==> src/kr64_pkg.sv <==
// Package for the keyed radix-64 encoder: transaction structs, item and
// register codes, and the sizes shared by the top level, its RAMs and its checker.
// Depends on nothing.
package kr64_pkg;

   localparam int KEY_DEPTH_DEFAULT = 64;
   localparam int TABLE_DEPTH       = 64;
   localparam int GROUP_W           = 6;
   localparam int SYMBOL_W          = 8;
   localparam int KEY_LENGTH_W      = 7;
   localparam int MODE_W            = 2;
   localparam int CSR_INDEX_W       = 2;
   localparam int CSR_DATA_W        = 7;
   localparam int RSP_FIFO_DEPTH    = 4;

   // Item kinds.
   localparam logic [1:0] KIND_DATA     = 2'd0;
   localparam logic [1:0] KIND_TABLE_WR = 2'd1;
   localparam logic [1:0] KIND_KEY_WR   = 2'd2;
   localparam logic [1:0] KIND_END      = 2'd3;

   // Encoding modes.
   localparam logic [MODE_W-1:0] MODE_PLAIN = 2'd0;
   localparam logic [MODE_W-1:0] MODE_ADD   = 2'd1;
   localparam logic [MODE_W-1:0] MODE_SUB   = 2'd2;

   // Register indexes.
   localparam logic [CSR_INDEX_W-1:0] CSR_MODE       = 2'd0;
   localparam logic [CSR_INDEX_W-1:0] CSR_KEY_LENGTH = 2'd1;

   typedef struct packed {
      logic [1:0]          kind;
      logic [5:0]          index;
      logic [7:0]          value;
   } req_type;

   typedef struct packed {
      logic [SYMBOL_W-1:0] symbol;
      logic                has_symbol;
      logic                string_done;
      logic                run_last;
   } rsp_type;

endpackage

==> src/kr64_ram.sv <==
// Generic single-port-write, single-port-read RAM with a registered read.
// Used for the symbol table and the key store. No package dependency.
module kr64_ram #(
   parameter int WIDTH = 8,
   parameter int DEPTH = 64
) (
   input  logic                                    clock,
   input  logic                                    wr_en,
   input  logic [((DEPTH > 1) ? $clog2(DEPTH) : 1)-1:0] wr_addr,
   input  logic [WIDTH-1:0]                        wr_data,
   input  logic [((DEPTH > 1) ? $clog2(DEPTH) : 1)-1:0] rd_addr,
   output logic [WIDTH-1:0]                        rd_data
);

   logic [WIDTH-1:0] mem [DEPTH];
   logic [WIDTH-1:0] rd_data_ff;

   always_ff @(posedge clock) begin
      if (wr_en) begin
         mem[wr_addr] <= wr_data;
      end
      rd_data_ff <= mem[rd_addr];
   end

   assign rd_data = rd_data_ff;

endmodule

==> src/keyed_radix64_encoder_top.sv <==
// Top level of the keyed radix-64 encoder: issue logic, key and table pipeline,
// result queue and configuration registers. Depends on kr64_pkg and kr64_ram.
//
// Usage
// The request channel (req_valid, req_stall, req_data) carries one item per
// transaction: a data byte, a symbol table write, a key character write or an
// end of string. The response channel (rsp_valid, rsp_stall, rsp_data) returns
// the encoded symbols; run_last marks the final response of an item and
// string_done the response to an end item. The csr channel writes the mode and
// the key length and is always ready; the user must write it only while the block
// idles, and the block does not enforce this. The first response of an item passes
// through the key store read, the symbol table read and then the response queue;
// the second response of a completed byte triple follows it.
// Throughput: one item per cycle while the response queue has room, except a data
// byte that completes a three-byte group, which issues two groups and so holds the
// issue stage for the second one too. The single read port of each RAM sets that
// figure: one group passes through the key store and the symbol table per cycle.
// Reset clears the carry, byte phase, key pointer, registers and the response
// queue; the symbol table and key store hold nothing valid until written.
// When the receiver stalls, responses wait in a four-entry queue; requests are
// stalled once the queue together with the groups in flight would fill it.
module keyed_radix64_encoder_top #(
   parameter int KEY_DEPTH = kr64_pkg::KEY_DEPTH_DEFAULT
) (
   input  logic                                clock,
   input  logic                                reset,
   input  logic                                req_valid,
   output logic                                req_stall,
   input  kr64_pkg::req_type                   req_data,
   output logic                                rsp_valid,
   input  logic                                rsp_stall,
   output kr64_pkg::rsp_type                   rsp_data,
   input  logic                                csr_valid,
   output logic                                csr_ready,
   input  logic [kr64_pkg::CSR_INDEX_W-1:0]    csr_index,
   input  logic [kr64_pkg::CSR_DATA_W-1:0]     csr_data
);

   import kr64_pkg::*;

   // Key pointer width and a width wide enough to compare it with the length.
   localparam int PW   = (KEY_DEPTH > 1) ? $clog2(KEY_DEPTH) : 1;
   localparam int LW   = ((PW + 1) > KEY_LENGTH_W) ? (PW + 1) : KEY_LENGTH_W;
   localparam int TAW  = $clog2(TABLE_DEPTH);
   localparam int QAW  = $clog2(RSP_FIFO_DEPTH);
   localparam int QCW  = QAW + 1;

   // One group or table write travelling from the key read to the table read.
   typedef struct packed {
      logic                is_result;
      logic                is_table_wr;
      logic [GROUP_W-1:0]  group;
      logic                has_symbol;
      logic                string_done;
      logic                run_last;
      logic [TAW-1:0]      tw_index;
      logic [SYMBOL_W-1:0] tw_value;
   } stage1_type;

   typedef struct packed {
      logic                valid;
      logic                has_symbol;
      logic                string_done;
      logic                run_last;
   } stage2_type;

   // Configuration registers.
   logic [MODE_W-1:0]       mode_ff;
   logic [KEY_LENGTH_W-1:0] key_length_ff;

   // Encoder state.
   logic [3:0]              carry_ff, carry_in;
   logic [1:0]              phase_ff, phase_in;
   logic [PW-1:0]           key_pointer_ff, key_pointer_in;
   logic                    pending_ff, pending_in;
   logic [GROUP_W-1:0]      pend_group_ff, pend_group_in;

   stage1_type              s1_ff, s1_in;
   stage2_type              s2_ff, s2_in;

   // Response queue.
   rsp_type                 queue_ff [RSP_FIFO_DEPTH];
   logic [QAW-1:0]          wr_ptr_ff, rd_ptr_ff;
   logic [QCW-1:0]          count_ff, count_in;

   logic                    accept;
   logic                    pend_issue;
   logic                    credit_ok;
   logic [QCW:0]            used;
   logic [1:0]              phase_eff;
   logic [11:0]             data_word;
   logic [PW-1:0]           pointer_next;
   logic [LW-1:0]           eff_len;
   logic [PW+5:0]           key_idx_wide;
   logic                    key_wr_en;
   logic [GROUP_W-1:0]      key_rdata;
   logic [GROUP_W-1:0]      group_keyed;
   logic [SYMBOL_W-1:0]     table_rdata;
   logic                    push, pop;
   rsp_type                 push_entry;

   // ---------------------------------------------------------------------
   // Issue stage: takes a request or the second group of a completed byte
   // triple, and updates the carry, phase and key pointer at once.
   // ---------------------------------------------------------------------
   assign used      = (QCW + 1)'(count_ff) + (QCW + 1)'(s1_ff.is_result)
                      + (QCW + 1)'(s2_ff.valid);
   assign credit_ok = used < (QCW + 1)'(RSP_FIFO_DEPTH);
   assign req_stall = pending_ff || !credit_ok;
   assign accept    = req_valid && !req_stall;
   assign pend_issue = pending_ff && credit_ok;

   assign phase_eff = (phase_ff == 2'd3) ? 2'd0 : phase_ff;
   assign data_word = ({4'b0, req_data.value} << {phase_eff, 1'b0}) | {8'b0, carry_ff};

   // Effective key length, clamped to 1..KEY_DEPTH, and the advanced pointer.
   always_comb begin
      eff_len = LW'(key_length_ff);
      if (eff_len == '0) begin
         eff_len = LW'(1);
      end else if (eff_len > LW'(KEY_DEPTH)) begin
         eff_len = LW'(KEY_DEPTH);
      end
   end

   always_comb begin
      logic [LW-1:0] next_wide;
      next_wide = LW'(key_pointer_ff) + LW'(1);
      if (next_wide >= eff_len) begin
         pointer_next = '0;
      end else begin
         pointer_next = next_wide[PW-1:0];
      end
   end

   always_comb begin
      carry_in       = carry_ff;
      phase_in       = phase_ff;
      key_pointer_in = key_pointer_ff;
      pending_in     = pending_ff;
      pend_group_in  = pend_group_ff;

      s1_in             = '0;
      s1_in.tw_index    = req_data.index;
      s1_in.tw_value    = req_data.value;

      if (pend_issue) begin
         s1_in.is_result   = 1'b1;
         s1_in.group       = pend_group_ff;
         s1_in.has_symbol  = 1'b1;
         s1_in.run_last    = 1'b1;
         key_pointer_in    = pointer_next;
         pending_in        = 1'b0;
      end else if (accept) begin
         unique case (req_data.kind)
            KIND_DATA: begin
               s1_in.is_result  = 1'b1;
               s1_in.group      = data_word[5:0];
               s1_in.has_symbol = 1'b1;
               key_pointer_in   = pointer_next;
               if (phase_eff == 2'd2) begin
                  s1_in.run_last = 1'b0;
                  pending_in     = 1'b1;
                  pend_group_in  = data_word[11:6];
                  carry_in       = '0;
                  phase_in       = '0;
               end else begin
                  s1_in.run_last = 1'b1;
                  carry_in       = data_word[9:6];
                  phase_in       = phase_eff + 2'd1;
               end
            end
            KIND_TABLE_WR: begin
               s1_in.is_table_wr = 1'b1;
            end
            KIND_KEY_WR: begin
               // Written straight into the key store below.
            end
            KIND_END: begin
               s1_in.is_result   = 1'b1;
               s1_in.group       = {2'b0, carry_ff};
               s1_in.has_symbol  = carry_ff != '0;
               s1_in.string_done = 1'b1;
               s1_in.run_last    = 1'b1;
               carry_in          = '0;
               phase_in          = '0;
               key_pointer_in    = '0;
            end
            default: begin
            end
         endcase
      end
   end

   // Key writes beyond the key store are dropped.
   assign key_idx_wide = (PW + 6)'(req_data.index);
   assign key_wr_en    = accept && (req_data.kind == KIND_KEY_WR)
                         && (key_idx_wide < (PW + 6)'(KEY_DEPTH));

   // The key store is read at the current pointer on every cycle; the entry
   // belongs to whichever group is issued in that cycle.
   kr64_ram #(
      .WIDTH (GROUP_W),
      .DEPTH (KEY_DEPTH)
   ) u_key_store (
      .clock   (clock),
      .wr_en   (key_wr_en),
      .wr_addr (key_idx_wide[PW-1:0]),
      .wr_data (req_data.value[GROUP_W-1:0]),
      .rd_addr (key_pointer_ff),
      .rd_data (key_rdata)
   );

   // ---------------------------------------------------------------------
   // Stage 1: key character arrives; the group is offset and the symbol
   // table is read. Table writes are applied here so that they stay in order
   // with the reads of the items around them.
   // ---------------------------------------------------------------------
   always_comb begin
      case (mode_ff)
         MODE_ADD: group_keyed = s1_ff.group + key_rdata;
         MODE_SUB: group_keyed = s1_ff.group - key_rdata;
         default:  group_keyed = s1_ff.group;
      endcase
   end

   kr64_ram #(
      .WIDTH (SYMBOL_W),
      .DEPTH (TABLE_DEPTH)
   ) u_symbol_table (
      .clock   (clock),
      .wr_en   (s1_ff.is_table_wr),
      .wr_addr (s1_ff.tw_index),
      .wr_data (s1_ff.tw_value),
      .rd_addr (group_keyed),
      .rd_data (table_rdata)
   );

   assign s2_in.valid       = s1_ff.is_result;
   assign s2_in.has_symbol  = s1_ff.has_symbol;
   assign s2_in.string_done = s1_ff.string_done;
   assign s2_in.run_last    = s1_ff.run_last;

   // ---------------------------------------------------------------------
   // Stage 2: the symbol is pushed into the response queue.
   // ---------------------------------------------------------------------
   assign push                   = s2_ff.valid;
   assign push_entry.symbol      = s2_ff.has_symbol ? table_rdata : '0;
   assign push_entry.has_symbol  = s2_ff.has_symbol;
   assign push_entry.string_done = s2_ff.string_done;
   assign push_entry.run_last    = s2_ff.run_last;

   assign rsp_valid = count_ff != '0;
   assign rsp_data  = queue_ff[rd_ptr_ff];
   assign pop       = rsp_valid && !rsp_stall;

   always_comb begin
      count_in = count_ff;
      if (push && !pop) begin
         count_in = count_ff + QCW'(1);
      end else if (pop && !push) begin
         count_in = count_ff - QCW'(1);
      end
   end

   assign csr_ready = 1'b1;

   always_ff @(posedge clock) begin
      if (reset) begin
         mode_ff        <= MODE_PLAIN;
         key_length_ff  <= KEY_LENGTH_W'(1);
         carry_ff       <= '0;
         phase_ff       <= '0;
         key_pointer_ff <= '0;
         pending_ff     <= 1'b0;
         s1_ff          <= '0;
         s2_ff          <= '0;
         wr_ptr_ff      <= '0;
         rd_ptr_ff      <= '0;
         count_ff       <= '0;
      end else begin
         if (csr_valid && csr_ready) begin
            unique case (csr_index)
               CSR_MODE:       mode_ff       <= csr_data[MODE_W-1:0];
               CSR_KEY_LENGTH: key_length_ff <= csr_data[KEY_LENGTH_W-1:0];
               default: begin
               end
            endcase
         end
         carry_ff       <= carry_in;
         phase_ff       <= phase_in;
         key_pointer_ff <= key_pointer_in;
         pending_ff     <= pending_in;
         s1_ff          <= s1_in;
         s2_ff          <= s2_in;
         count_ff       <= count_in;
         if (push) begin
            wr_ptr_ff <= wr_ptr_ff + QAW'(1);
         end
         if (pop) begin
            rd_ptr_ff <= rd_ptr_ff + QAW'(1);
         end
      end
   end

   // Payload registers without reset.
   always_ff @(posedge clock) begin
      pend_group_ff <= pend_group_in;
      if (push) begin
         queue_ff[wr_ptr_ff] <= push_entry;
      end
   end

endmodule

==> config.mk <==
export PLATFORM = sky130hd
export DESIGN_NAME = keyed_radix64_encoder_top
export DESIGN_NICKNAME = d
export VERILOG_FILES = /design/src/kr64_pkg.sv /design/src/kr64_ram.sv /design/src/keyed_radix64_encoder_top.sv
export SDC_FILE = /design/constraint.sdc
export NUM_CORES = 1
export LEC_CHECK = 0
export BUFFER_PORTS_ARGS = -buffer_cell sky130_fd_sc_hd__clkbuf_2
export CAP_MARGIN = 20
export CORE_MARGIN = 2
export CORE_UTILIZATION = 63
export DETAILED_ROUTE_END_ITERATION = 10
export PLACE_DENSITY = 0.86
export SETUP_SLACK_MARGIN = 0.5
export SYNTH_ARGS = -nofsm -noshare
export SYNTH_HDL_FRONTEND = slang
export SYNTH_HIERARCHICAL = 1
export SYNTH_SLANG_ARGS = --single-unit
==> constraint.sdc <==
create_clock -name clock -period 4.1 [get_ports clock]
set_input_delay 0.41 -clock clock [delete_from_list [all_inputs] [get_ports clock]]
set_output_delay 0.41 -clock clock [all_outputs]
set_load 0.02 [all_outputs]
==> flow_summary.ini <==
[cts]
cts_htree_levels = 3
cts_buffer_depth = 3
clk_pin_slew_ns = 0.06
cts-root-buf = clkbuf_16
insertion_delay_ns = 0.67
cts_buffers = 95
clock_sinks = 1020
cts_tree = built

[global_route]
grt_pass1_vias = 22221
grt_max_degree = 89
grt_overflow = 0
antenna_found_initial = 0
grt_pass1_wl_mm = 145.9
grtUsageTotal_pct = 30.06

[drt]
drc = 0
viasPerCell = 7.112
drt_wl_total_mm = 101.7
first_pass_iters = 6
drt_iter0_markers = 3559
drt-wirelength-per-cell_um = 32.44
drtAntennaViolNets = 0
vias = 22302

[worst_setup_path]
worst_ep_required_time_ns = 4.61
max_stage_delay_ns = 0.53
critical_path_class = reg -> reg
critPathLaunch = u_key_store/rd_data[1]
r2r_slack_ns = 0.42
cp_slowest_cell = fa_2
r2r.worst_path.cells = 10
crit_top_cell = mux4_2
setup.worst_path.start_class = flop
arrival_ns = 4.19
path_max_fanout = 14
reg2reg_from = u_key_store/rd_data[1]
crit_path_end_kind = flop
rr_endpoint = u_symbol_table/rd_data[4]
worstPathCellList = inv_1, ha_1, mux2i_4, fa_2, mux2_8, buf_4, mux4_2, mux4_2, nor2_1, o32ai_1

[synth]
async_reset_ff_share_pct = 0
synthXorXnorAreaFrac_pct = 0.3461
yosys_warnings = 6
synth_top_area_share_pct = 70.17
yosys-top-cells-area = edfxtp_1 (70%), mux4_2 (12%), dfxtp_1 (3.7%)
syn_area_per_cell_um2 = 19.22
ys_types = 69
seq_area_frac_synth_pct = 73.83
muxShareOfSynthArea_pct = 14.96
synth_flop_cell = edfxtp_1
synth_compound_area_share_pct = 3.044
synth_enable_flop_cells = 946
ys_seq_elements = 1020
yosys.area_share.simple_pct = 5.081
syn-instance-count = 2106
synthesis.nets = 2165
synth_top_family_by_area = multiplexers
synth.cell_area_um2 = 40480
synthAdderAreaFrac_pct = 0.9334
synth_top_area_cell = edfxtp_1

[timing]
tightest_slew_ns = 0.9847
grt_setup_unrepaired = true
slew_headroom_pct = 34.11
finalSetupViolations = 0
hold_violations = 0
final.setup_skew_ns = 0.02905
fin_setup_tns_ns = 0
fin_ws_ns = 0.4180
drv_slew = 0
fin_crit_ns = 3.682
fmax_mhz = 271.6
fin_crit_sh_pct = 89.80

[placed_design]
post-place-cells = 2931
dp_slack_ns = 0.4056
place_area_um2 = 41590
place_congestion = 0.9227
port_buffers = 42
dp_hpwl_mm = 55.99

[status]
outcome = complete, no violations

[power_and_ir_drop]
leakage_uw = 0.01405
p_per_area_nw_per_um2 = 484.3
p_total_uw = 21980
ir_drop_uv = 475.1

[layout]
areaGrowthSynthToFinish_pct = 12.10
final_common_cell = edfxtp_1
postLayoutCellArea_um2 = 45380
finalNonFillerCells = 3136
layout.nets = 2267
final_cell_mix = edfxtp_1 (946), mux4_2 (224), nor2_1 (147)
n_antenna_cell = 0
fillers = 3368
drive_above_1_share_pct = 25.90

[floorplan]
core_um2 = 63310
start_util_pct = 63.94
die_x_um = 257.5
die_height_um = 257.5
die-area_um2 = 66300
rows = 92
io_pins = 44

[hold_path]
hold_start = csr_data[4]
holdPathEnd = key_length_ff[4]
hold_class = in -> reg
hold-path-cell-count = 3

[run]
drv_cap = 0
[final cells by class]
class / count / area (um2) / share of cell area (%)
flip-flops and latches: 1020 / 29910 / 65.90
multi-input cells: 960 / 10190 / 22.46
clock buffers: 124 / 2609 / 5.748
well taps: 846 / 1059 / 2.332
repair buffers: 113 / 937.1 / 2.065
clock inverters: 55 / 611.8 / 1.348
inverters: 18 / 67.56 / 0.1489
[per-layer routing]
metal / vias up / track usage [%] / routed length, um
met3: 409 / 5.841 / 10870
met1: 11237 / 38.08 / 33640
met5: - / 0 / 0
met4: 0 / 12.86 / 5939
met2: 1931 / 51.24 / 51290
li1: 8725 / - / -
[metrics by stage]
stage	hold WS [ns]	utilization, %
2_1_floorplan	0.4138	-
3_3_place_gp	0.4275	65.69
3_5_place_dp	0.4528	65.69
4_1_cts	0.02201	71.01
5_1_grt	0.04631	71.68
6_report	0.05327	71.68
[Yosys cell counts (27+ instances only)]
cell type,n
edfxtp_1,946
dfxtp_1,74
clkbuf_1,47
mux2i_1,57
nand3_1,31
buf_2,27
nor2b_1,46
a21oi_1,33
nor2_1,188
ha_1,27
mux4_2,224
nand2_1,61
[critical path, delay by kind of cell, from the launching register on]
family	cells	cell delay, ns
multiplexers	4	1.46
flip-flops	1	0.41
buffers and inverters	2	0.31
AO/OA/AOI/OAI	1	0.19
AND/OR/NAND/NOR	1	0.33
adder cells (fa/ha/maj)	2	0.84
[state kept, by name, indices dropped and copies added (netlist names), named ones only]
register	flops
u_symbol_table/mem	512
u_key_store/mem	384
queue_ff	44
s1_ff	25
u_symbol_table/rd_data	8
key_length_ff	7
key_pointer_ff	6
pend_group_ff	6
u_key_store/rd_data	6
carry_ff	4
count_ff	3
push_entry	3
mode_ff	2
phase_ff	2
rd_ptr_ff	2
wr_ptr_ff	2
pending_ff	1
push	1
[where the power goes]
group / internal (uW) / total [uW] / switching (uW) / leakage (uW)
sequential: 11400 / 11600 / 149 / 0.00921
combinational: 517 / 1320 / 801 / 0.00326
clock: 5220 / 9080 / 3870 / 0.00158
total: 17200 / 22000 / 4820 / 0.0141
[repair_timing]
item | CTS | global route
resized for setup | 31 | 46
hold buffers | 3 | 0
buffers inserted | 3 | 11
endpoints found under the hold margin | 3 | 0
cloned | 1 | 1
pin swaps | 2 | 5
endpoints found under the setup margin | 161 | 368
[worst max path at each step]
stage	end	slack [ns]	cells past startpoint
3_5_place_dp	u_symbol_table/rd_data[1]	0.41	15
6_report	u_symbol_table/rd_data[4]	0.42	10
2_1_floorplan	u_symbol_table/rd_data[0]	0.79	14
5_1_grt	u_symbol_table/rd_data[4]	0.38	10
3_3_place_gp	u_symbol_table/rd_data[7]	0.55	15
4_1_cts	u_key_store/mem[6][4]	0.38	7
[kinds of logic (layout without fill, tap and decap cells)]
kind of cell	count (synthesis)	in the layout
AOI/OAI and AO/OA	169	170
xor gates and xnor gates	16	16
adders and majority gates	29	29
buffers and inverters	128	310
DFF	1020	1020
muxes	312	313
other	1	1
and+or+nand+nor	431	431
Power figures use the tool's default switching activity.
